File: src/hdl/taint_color_mix_table_defines.svh
// ----------------------------------------------------------------------------
// Assertion macros for the mix table
// Shared property templates used at the end of the RTL modules.
// ----------------------------------------------------------------------------
`ifndef TAINT_COLOR_MIX_TABLE_DEFINES_SVH
`define TAINT_COLOR_MIX_TABLE_DEFINES_SVH

// Same-cycle implication, checked outside reset.
`define TCMT_ASSERT_NOW(lbl, clk, rst, ante, cons, msg) \
   lbl: assert property (@(posedge clk) disable iff (rst) (ante) |-> (cons)) else $error(msg);

// Next-cycle implication, checked outside reset.
`define TCMT_ASSERT_NEXT(lbl, clk, rst, ante, cons, msg) \
   lbl: assert property (@(posedge clk) disable iff (rst) (ante) |=> (cons)) else $error(msg);

`endif

File: src/hdl/tcmt_pkg.sv
// ----------------------------------------------------------------------------
// tcmt_pkg
// Types and constants shared by the mix table cells and the top level.
// ----------------------------------------------------------------------------
package tcmt_pkg;

   localparam int COLOR_W = 16;
   localparam int DEPTH_DEFAULT = 256;
   localparam logic [COLOR_W-1:0] EMPTY_DEFAULT = '0;

   typedef enum logic {
      ACT_INSERT = 1'b0,
      ACT_LOOKUP = 1'b1
   } action_type;

   typedef enum logic [2:0] {
      ST_INSERTED  = 3'd0,
      ST_DUPLICATE = 3'd1,
      ST_FULL      = 3'd2,
      ST_HIT       = 3'd3,
      ST_MISS      = 3'd4
   } status_type;

   // request word as it walks the cell row
   typedef struct packed {
      logic               live;
      action_type         action;
      logic               done;
      status_type         status;
      logic [COLOR_W-1:0] color;
      logic [COLOR_W-1:0] lo;
      logic [COLOR_W-1:0] hi;
      logic [COLOR_W-1:0] found;
   } token_type;

endpackage

File: src/hdl/tcmt_cell.sv
// ----------------------------------------------------------------------------
// tcmt_cell
// One table slot: holds a mix entry and acts on the word passing through.
// ----------------------------------------------------------------------------
`include "taint_color_mix_table_defines.svh"

module tcmt_cell (
   input  logic               clock,
   input  logic               reset,
   input  logic               adv,
   input  tcmt_pkg::token_type up_tok,
   output tcmt_pkg::token_type dn_tok
);
   import tcmt_pkg::*;

   logic               valid_ff, valid_in;
   logic [COLOR_W-1:0] color_ff, lo_ff, hi_ff;
   logic               wr_en;
   logic               ins_live;
   token_type          tok_ff, tok_in;

   assign ins_live = up_tok.live && (up_tok.action == ACT_INSERT);

   always_comb begin
      tok_in   = up_tok;
      wr_en    = 1'b0;
      valid_in = valid_ff;
      if (up_tok.live && !up_tok.done) begin
         if (up_tok.action == ACT_INSERT) begin
            if (valid_ff && (color_ff == up_tok.color)) begin
               tok_in.done   = 1'b1;
               tok_in.status = ST_DUPLICATE;
            end else if (!valid_ff) begin
               // first free slot: no duplicate seen ahead, claim it
               tok_in.done   = 1'b1;
               tok_in.status = ST_INSERTED;
               wr_en         = adv;
               valid_in      = valid_ff | adv;
            end
         end else if (valid_ff && (lo_ff == up_tok.lo) && (hi_ff == up_tok.hi)) begin
            tok_in.done   = 1'b1;
            tok_in.status = ST_HIT;
            tok_in.found  = color_ff;
         end
      end
   end

   always_ff @(posedge clock) begin
      if (reset) begin
         valid_ff    <= 1'b0;
         tok_ff.live <= 1'b0;
      end else begin
         valid_ff <= valid_in;
         if (adv) begin
            tok_ff.live <= tok_in.live;
         end
      end
      if (adv) begin
         tok_ff.action <= tok_in.action;
         tok_ff.done   <= tok_in.done;
         tok_ff.status <= tok_in.status;
         tok_ff.color  <= tok_in.color;
         tok_ff.lo     <= tok_in.lo;
         tok_ff.hi     <= tok_in.hi;
         tok_ff.found  <= tok_in.found;
      end
      if (wr_en) begin
         color_ff <= up_tok.color;
         lo_ff    <= up_tok.lo;
         hi_ff    <= up_tok.hi;
      end
   end

   assign dn_tok = tok_ff;

   `TCMT_ASSERT_NEXT(a_slot_sticky, clock, reset, valid_ff, valid_ff, "slot lost its entry")
   `TCMT_ASSERT_NOW(a_write_free, clock, reset, wr_en, !valid_ff, "write into an occupied slot")
   `TCMT_ASSERT_NOW(a_write_live, clock, reset, wr_en, ins_live, "write without an insert word")

endmodule

File: config.mk
export PLATFORM = sky130hd
export DESIGN_NAME = tcmt_cell
export DESIGN_NICKNAME = d
export VERILOG_FILES = /design/src/hdl/tcmt_pkg.sv /design/src/hdl/tcmt_cell.sv
export VERILOG_INCLUDE_DIRS = /design/src /design/src/hdl
export SDC_FILE = /design/constraint.sdc
export NUM_CORES = 1
export LEC_CHECK = 0
export BUFFER_PORTS_ARGS = -buffer_cell sky130_fd_sc_hd__buf_2
export CAP_MARGIN = 20
export CORE_UTILIZATION = 50
export DETAILED_ROUTE_END_ITERATION = 12
export GPL_TIMING_DRIVEN = 0
export PLACE_DENSITY = 0.86
export SYNTH_ARGS = -nofsm -noshare
export SYNTH_HDL_FRONTEND = slang
export SYNTH_SLANG_ARGS = --single-unit
File: constraint.sdc
create_clock -name clock -period 3.1 [get_ports clock]
set_input_delay 0.62 -clock clock [delete_from_list [all_inputs] [get_ports clock]]
set_output_delay 0.62 -clock clock [all_outputs]
set_load 0.05 [all_outputs]
==> results of run 1 <==
==> final cells by class <==
cell class,instances,area share
inverters,3,0.00189
clock buffers,19,0.0707
well taps,108,0.0227
repair buffers,143,0.123
plain buffers,1,0.00189
multi-input cells,107,0.154
clock inverters,13,0.0300
flip-flops and latches,119,0.596
==> how the worst max path moves through the flow <==
stage / from / end / slack (ns) / cells after the start
2_1_floorplan: up_tok[69] / color_ff[0] / 0.51 / 3
3_3_place_gp: adv / color_ff[9] / -0.87 / 2
3_5_place_dp: up_tok[52] / dn_tok[65] / 0.41 / 6
4_1_cts: color_ff[1] / dn_tok[65] / 0.75 / 5
5_1_grt: color_ff[4] / dn_tok[65] / 0.66 / 5
6_report: color_ff[4] / dn_tok[65] / 0.77 / 5
==> report_power, final <==
| part | switching [uW] | internal, uW |
|---|---|---|
| registers | 22.5 | 1870 |
| logic | 373 | 124 |
| clock network | 659 | 1300 |
==> metal layers <==
metal	GRT usage	vias to the layer above	wire length, um
met4	0.0643	0	42
met2	0.309	99	4300
met3	0.0535	6	457
met5	0	-	0
met1	0.226	1268	3510
li1	-	1224	-
==> Yosys cell counts (3+ instances only) <==
master | instances | area share
xor2_1 | 16 | 0.031
nor4_1 | 7 | 0.0097
edfxtp_1 | 117 | 0.78
mux2_4 | 9 | 0.030
inv_1 | 3 | 0.0025
xnor2_1 | 32 | 0.062
nor2_1 | 4 | 0.0033
nand4_1 | 11 | 0.015
mux2_2 | 7 | 0.018
==> logic make-up (layout without fill, tap and decap cells) <==
family,Yosys count,after routing,share of synthesized area
xor+xnor,48,48,0.0935
mux,17,17,0.0498
simple gates,34,34,0.0490
compound gates,8,8,0.0120
flops,119,119,0.791
buf+inv,4,179,0.00501
==> worst reg2reg max path: cells and delay by family, from the launching register on <==
kind / cells / cell delay [ns]
compound gates: 2 / 0.82
simple gates: 2 / 0.68
flops: 1 / 0.40
xor+xnor: 1 / 0.15
==> stage by stage <==
step | cell area, um2 | power [uW] | instances
after floorplan | 4490 | 2250 | 230
after global placement | 5340 | 2410 | 480
after detailed placement | 5360 | 2420 | 481
after CTS | 5960 | 4390 | 513
after global routing | 5960 | 4480 | 513
final | 5960 | 4350 | 513
==> sequential cells by signal, indices dropped and copies added (netlist names) <==
name / count
hi_ff: 16
valid_ff: 1
color_ff: 16
lo_ff: 16
dn_tok: 70
==> impl_metrics.py, run 1 <==
metrics = {
    "outcome": {
        "outcome": "complete, no violations",
    },
    "drt": {
        "drc_errors": 0,
        "final_antenna_net_count": 0,
        "drt_wl_total_um": 8320,
        "first_pass_iters": 4,
        "via_count": 2597,
        "wl_per_cell_um": 16.2,
        "drtIter0Drc": 92,
        "vias_per_cell": 5.06,
    },
    "sta": {
        "hold_slack_ns": 0.325,
        "slew_viol_final": 0,
        "rsz0062_at_grt": "no",
        "relSlewSlack": 0.392,
        "setup_viol": 0,
        "fin_crit_ns": 2.33,
        "fin_crit_sh": 0.751,
        "tightest_slew_ns": 0.912,
        "setup_tns_ns": 0,
        "skew_ns": 0.00879,
        "hold_viol_final": 0,
        "setup_slack_ns": 0.773,
        "fmax_ghz": 0.430,
    },
    "floorplan": {
        "die_area_um2": 9370,
        "die_x_um": 96.8,
        "rows": 34,
        "io_pins": 143,
        "die_h_um": 96.8,
        "core_area_um2": 8720,
        "start_util": 0.515,
    },
    "logic_synthesis": {
        "yosysUniqueCellTypes": 27,
        "yosysSeqAreaShare": 0.791,
        "synth_edf_count": 117,
        "syn_area_um2": 4490,
        "syn_inst": 230,
        "synthFlopType": "edfxtp_1",
        "ys_ff_latch": 119,
        "synth_fp_nets": 303,
        "postSynth.asyncResetShare": 0,
        "synth_warnings": 0,
        "avgSynthCellArea_um2": 19.5,
    },
    "clock_tree": {
        "postCtsHoldBufs": 0,
        "cts.reportedPaths.clkPinSlew_ns": 0.06,
        "cts_tree": "yes",
        "cts_root_buf": "clkbuf_8",
        "postCtsResizedCells": 0,
        "clk_latency_ns": 0.49,
        "postCtsSetupRepairBufs": 0,
        "clock_sinks": 119,
        "cts_buffers": 17,
        "htreeDepth": 4,
        "cts_buffer_depth": 2,
    },
    "global_route": {
        "grt_pass1_vias": 2664,
        "grt_use_total": 0.183,
        "grt_max_degree": 73,
        "grt_first_pass_wirelength_um": 13200,
        "antenna_found_initial": 0,
        "grt_overflow": 0,
    },
    "cells_and_area": {
        "drive_gt1_frac": 0.474,
        "layout-area-overhead-vs-synth_pct": 32.7,
        "regArea_um2": 3550,
        "mostFrequentLayoutCells": "buf_2 (141), edfxtp_1 (117), xnor2_1 (32)",
        "mostFrequentLayoutCell": "buf_2",
        "utilization": 0.684,
        "multi_input_area_um2": 920,
        "nets": 465,
        "antenna_cells": 0,
        "fillCellCount": 578,
    },
    "worst_setup_path": {
        "worstSetupPathType": "flip-flop to flip-flop",
        "start_kind": "flip-flop",
        "max_stage_delay_ns": 0.68,
        "slowest_stage": "a2111oi_0",
        "worstSetupEndpointType": "flip-flop",
        "r2r-start": "color_ff[4]",
        "arrival_ns": 2.54,
        "crit_family": "compound AO/OA/AOI/OAI gates",
        "crit_fanout": 3,
        "rrSetupSlack_ns": 0.77,
        "rr_worst_depth": 5,
        "path_cells": "xor2_1 > nor4_1 > nand4_1 > a2111oi_0 > o21ai_0",
        "crit_buf_inv": 0,
        "critPathRequiredTime_ns": 3.31,
        "r2r-end": "dn_tok[65]",
    },
    "min_path": {
        "holdPathStages": 2,
        "min_from": "reset",
        "hold-path-endpoint": "valid_ff",
        "hp-class": "input port to flip-flop",
    },
    "power_and_ir_drop": {
        "powerDensity_nw_per_um2": 729,
        "ir_worst_vdd_mv": 0.535,
        "p_leak_uw": 0.00233,
    },
    "job": {
        "cap_violations": 0,
    },
    "placement": {
        "gp_congestion": 0.698,
        "place_ws_ns": 0.405,
        "io_buffers": 142,
        "place_hpwl_um": 5910,
    },
}
Power figures use the tool's default switching activity.
==> run 2: changes to the inputs <==
Clock period 3.1 ns to 2.2 ns, I/O delays scaled along.
==> run 2 against run 1 <==
Effect of this change:
- count of clock-buffer cells in the layout is the same
- setup slack lost 0.62 ns
- hold slack lost 0.19 ns
- die area is the same
- utilization shrank 0.72 points
- critical endpoint is now dn_tok[11]
- largest power group is now registers
- highest routed layer unchanged
==> impl_metrics.py, run 2 (same netlist as run 1, synthesis figures left out) <==
metrics = {
    "cells_and_area": {
        "mostFrequentLayoutCells": "buf_2 (141), edfxtp_1 (117), xnor2_1 (32)",
        "regArea_um2": 3550,
        "antenna_cells": 0,
        "nets": 466,
        "drive_gt1_frac": 0.472,
        "largest_reg_flops": 70,
        "multi_input_area_um2": 941,
        "fillCellCount": 575,
        "utilization": 0.677,
        "layout-area-overhead-vs-synth_pct": 31.3,
        "mostFrequentLayoutCell": "buf_2",
    },
    "clock_tree": {
        "clk_latency_ns": 0.49,
        "cts_buffer_depth": 2,
        "cts.reportedPaths.clkPinSlew_ns": 0.05,
        "postCtsHoldBufs": 0,
        "htreeDepth": 4,
        "cts_root_buf": "clkbuf_8",
        "clock_sinks": 119,
        "cts_tree": "yes",
        "cts_buffers": 17,
    },
    "drt": {
        "wl_per_cell_um": 16.9,
        "first_pass_iters": 4,
        "final_antenna_net_count": 0,
        "vias_per_cell": 5.12,
        "drc_errors": 0,
        "drt_wl_total_um": 8670,
        "via_count": 2626,
        "drtIter0Drc": 121,
    },
    "sta": {
        "skew_ns": 0.00735,
        "slew_viol_final": 0,
        "rsz0062_at_grt": "no",
        "fin_crit_ns": 2.05,
        "setup_viol": 0,
        "relSlewSlack": 0.390,
        "hold_slack_ns": 0.134,
        "fmax_ghz": 0.488,
        "fin_crit_sh": 0.932,
        "hold_viol_final": 0,
        "tightest_slew_ns": 0.915,
    },
    "global_route": {
        "grt_first_pass_wirelength_um": 13800,
        "grt_max_degree": 73,
        "grt_overflow": 0,
        "antenna_found_initial": 0,
        "grt_pass1_vias": 2731,
        "grt_use_total": 0.192,
    },
    "power_and_ir_drop": {
        "pwr-share-comb": 0.122,
        "switching_share": 0.255,
        "ir_worst_vdd_mv": 0.735,
        "powerDensity_nw_per_um2": 971,
        "p_leak_uw": 0.00231,
        "intPower_uw": 4270,
        "p_sw_uw": 1460,
        "clock_power_share": 0.413,
        "p_seq_frac": 0.465,
    },
    "floorplan": {
        "die_x_um": 96.8,
        "io_pins": 143,
        "die_area_um2": 9370,
        "rows": 34,
        "start_util": 0.515,
        "core_area_um2": 8720,
        "die_h_um": 96.8,
    },
    "placement": {
        "io_buffers": 142,
        "place_hpwl_um": 5930,
        "gp_congestion": 0.706,
    },
    "worst_setup_path": {
        "critPathRequiredTime_ns": 2.43,
        "arrival_ns": 2.28,
        "worstSetupEndpointType": "flip-flop",
        "start_kind": "flip-flop",
        "crit_fanout": 10,
        "worstSetupPathType": "flip-flop to flip-flop",
    },
    "outcome": {
        "outcome": "complete, no violations",
    },
    "job": {
        "cap_violations": 0,
    },
    "min_path": {
        "hp-class": "input port to flip-flop",
    },
}
run 2: cell count changes in the layout (fill, tap and decap cells not counted), sizes merged:
cell,change
clkinv,+3
buf,+1
bufinv,-3
inv,-1
run 2: layer usage:
metal / wire length (um) / track usage / up-vias
li1: - / - / 1222
met1: 3640 / 0.240 / 1289
met2: 4440 / 0.315 / 104
met3: 477 / 0.0578 / 11
met4: 108 / 0.0735 / 0
met5: 0 / 0 / -
run 2: cell type report:
class | instances | area share
Sequential cell | 119 | 0.602
Multi-Input combinational cell | 107 | 0.159
Timing Repair Buffer | 144 | 0.126
Clock buffer | 19 | 0.0714
Tap cell | 108 | 0.0229
Clock inverter | 12 | 0.0148
Buffer | 1 | 0.00191
Inverter | 3 | 0.00191
run 2: worst max-delay path, stage by stage (launching register included):
cell and delay (ns):
edfxtp_1 0.39, xnor2_1 0.22, nand4_1 0.18, nor4_4 0.36, nand4_4 0.14, buf_6 0.19, mux2_4 0.31
run 2: final timing paths:
kind	startpoint	endpoint	slack, ns	cells after the start
worst max register to register	hi_ff[14]	dn_tok[11]	0.15	6
worst max-delay path	hi_ff[14]	dn_tok[11]	0.15	6
worst min-delay path	reset	valid_ff	0.13	2
worst min register to register	dn_tok[69]	dn_tok[69]	0.49	2
run 2: power by group through the flow:
stage | logic [uW] | clock network, uW | registers, uW
floorplan | 91.2 | 0 | 3080
global placement | 689 | 0 | 2700
detailed placement | 702 | 0 | 2710
CTS | 705 | 2420 | 2670
global route | 734 | 2510 | 2670
finish | 702 | 2360 | 2660
run 2: what timing repair did:
action                                  4_1_cts  5_1_grt
gates resized for setup                       3        1
hold endpoints to repair                      0        0
endpoints found under the setup margin       10        1
pin swaps                                     1        0
buffers inserted                              1        0
run 2: stage by stage:
step / std cells / setup TNS, ns / power, uW / cell area (um2) / setup slack [ns]
final: 513 / 0 / 5730 / 5900 / 0.149
after global routing: 513 / 0 / 5920 / 5900 / 0.0161
after CTS: 512 / 0 / 5790 / 5880 / 0.00406
after detailed placement: 480 / -27.52 / 3410 / 5340 / -0.520
after global placement: 480 / -47.11 / 3390 / 5340 / -0.922
after floorplan: 230 / 0 / 3170 / 4500 / 0.171
==> run 3: changes to the inputs <==
Settings changed: PLACE_DENSITY 0.86 to 0.8.
==> run 3 against run 2 <==
Effect of this change:
- maximum frequency down 1.4%
- global-route usage grew 0.38 points
- non-clock buffer count is 1 lower
- register-to-register slack worse by 0.03 ns
- flip-flop and latch count did not move
- first-iteration DRC count grew 9.1%
- clock skew grew 0.0058 ns
- critical path type unchanged
- clock power is 13% higher
- critical path depth stayed put
==> impl_metrics.py, run 3 (same netlist as run 1, synthesis figures left out) <==
metrics = {
    "global_route": {
        "grt.busiest_layer": "met2",
        "grt_overflow": 0,
        "grt_pass1_vias": 2700,
        "grt_max_degree": 73,
        "gr-usage-met2": 0.332,
        "antenna_found_initial": 0,
        "use_met3": 0.0564,
        "grt.met1_usage": 0.233,
        "grt_use_total": 0.196,
        "grt_first_pass_wirelength_um": 13700,
    },
    "placement": {
        "place_hpwl_um": 5730,
        "gp_congestion": 0.780,
        "io_buffers": 142,
    },
    "drt": {
        "drtIter0Drc": 132,
        "first_pass_iters": 4,
        "wl_per_cell_um": 17.2,
        "final_antenna_net_count": 0,
        "via_count": 2610,
        "drt_wl_total_um": 8830,
        "vias_per_cell": 5.09,
        "drc_errors": 0,
    },
    "worst_setup_path": {
        "worstSetupEndpointType": "flip-flop",
        "arrival_ns": 2.32,
        "slowest_stage": "edfxtp_1",
        "crit_buf_inv": 1,
        "critPathRequiredTime_ns": 2.44,
        "path_cells": "xnor2_1 > nand4_1 > nor4_4 > nand4_4 > buf_6 > mux2_4",
        "max_stage_delay_ns": 0.40,
        "crit_fanout": 10,
        "crit_family": "simple AND/OR/NAND/NOR gates",
        "start_kind": "flip-flop",
        "rrSetupSlack_ns": 0.12,
        "worstSetupPathType": "flip-flop to flip-flop",
    },
    "cells_and_area": {
        "fillCellCount": 585,
        "layout-area-overhead-vs-synth_pct": 32.5,
        "nets": 465,
        "largest_reg_flops": 70,
        "multi_input_area_um2": 945,
        "regArea_um2": 3550,
        "mostFrequentLayoutCells": "buf_2 (141), edfxtp_1 (117), xnor2_1 (30)",
        "antenna_cells": 0,
        "mostFrequentLayoutCell": "buf_2",
        "drive_gt1_frac": 0.479,
    },
    "clock_tree": {
        "clk_latency_ns": 0.50,
        "htreeDepth": 4,
        "cts_buffer_depth": 2,
        "cts.reportedPaths.clkPinSlew_ns": 0.06,
        "cts_buffers": 17,
        "postCtsHoldBufs": 0,
        "clock_sinks": 119,
        "cts_tree": "yes",
        "cts_root_buf": "clkbuf_8",
    },
    "sta": {
        "fin_crit_ns": 2.08,
        "relSlewSlack": 0.385,
        "rsz0062_at_grt": "no",
        "setup_viol": 0,
        "tightest_slew_ns": 0.922,
        "skew_ns": 0.0131,
        "fmax_ghz": 0.481,
        "slew_viol_final": 0,
        "hold_viol_final": 0,
        "fin_crit_sh": 0.946,
        "hold_slack_ns": 0.119,
    },
    "floorplan": {
        "die_area_um2": 9370,
        "rows": 34,
        "die_x_um": 96.8,
        "io_pins": 143,
        "core_area_um2": 8720,
        "die_h_um": 96.8,
        "start_util": 0.515,
    },
    "power_and_ir_drop": {
        "powerDensity_nw_per_um2": 1010,
        "pwr-share-comb": 0.117,
        "intPower_uw": 4520,
        "p_sw_uw": 1510,
        "p_leak_uw": 0.00235,
        "switching_share": 0.250,
        "p_total_uw": 6030,
        "p_seq_frac": 0.442,
        "ir_worst_vdd_mv": 0.674,
        "clock_power_share": 0.441,
    },
    "outcome": {
        "outcome": "complete, no violations",
    },
    "job": {
        "cap_violations": 0,
    },
    "min_path": {
        "hp-class": "input port to flip-flop",
    },
}
run 3: cell types whose count changed in the layout (fill, tap and decap cells not counted):
| cell | previous run | this run |
|---|---|---|
| inv_6 | 0 | 1 |
| buf_12 | 1 | 0 |
| xnor2_2 | 0 | 2 |
| a2111oi_2 | 1 | 0 |
| clkinvlp_4 | 3 | 2 |
| and2_2 | 1 | 0 |
| a2111oi_0 | 0 | 1 |
| xnor2_1 | 32 | 30 |
| bufinv_16 | 1 | 3 |
| and2_4 | 0 | 1 |
| clkinv_1 | 4 | 1 |
| nor4_1 | 6 | 7 |
| clkinv_4 | 0 | 2 |
| nor4_2 | 1 | 0 |
run 3: path summary, 6_finish.rpt:
check,startpoint,endpoint,cells past startpoint
max,hi_ff[0],dn_tok[8],6
min,reset,dn_tok[69],2
max reg2reg,hi_ff[0],dn_tok[8],6
min reg2reg,dn_tok[69],dn_tok[69],2
run 3: layout make-up:
class,instances,share of cell area
Sequential cell,119,0.597
Buffer,1,0.00189
Clock buffer,19,0.0708
Timing Repair Buffer,143,0.121
Inverter,3,0.00189
Multi-Input combinational cell,107,0.159
Tap cell,108,0.0227
Clock inverter,13,0.0261
run 3: timing repair:
| item | in CTS | in global routing |
|---|---|---|
| endpoints found under the hold margin | 0 | 0 |
| buffers inserted | 1 | 0 |
| endpoints found under the setup margin | 50 | 14 |
| resized for setup | 3 | 1 |
| pin swaps | 1 | 0 |
run 3: metrics by stage:
step           std cells  setup TNS [ns]  area, um2  setup WS [ns]   util
2_1_floorplan        230               0       4500          0.171      -
3_3_place_gp         480          -48.19       5340         -0.964  0.612
4_1_cts              513               0       5950         0.0945  0.682
5_1_grt              513               0       5950         0.0185  0.683
3_5_place_dp         480          -27.11       5340         -0.521  0.613
6_report             513               0       5950          0.120  0.683
run 3: power by group through the flow:
stage / clock, uW / combinational (uW) / sequential (uW)
final: 2660 / 704 / 2660
after global routing: 2810 / 735 / 2670
after CTS: 2700 / 708 / 2660
after detailed placement: 0 / 702 / 2710
after global placement: 0 / 690 / 2700
after floorplan: 0 / 91.2 / 3080
run 3: metal layers:
metal | share of wire | up-vias
li1 | - | 1229
met1 | 0.40 | 1267
met2 | 0.53 | 103
met3 | 0.054 | 11
met4 | 0.014 | 0
met5 | 0 | -
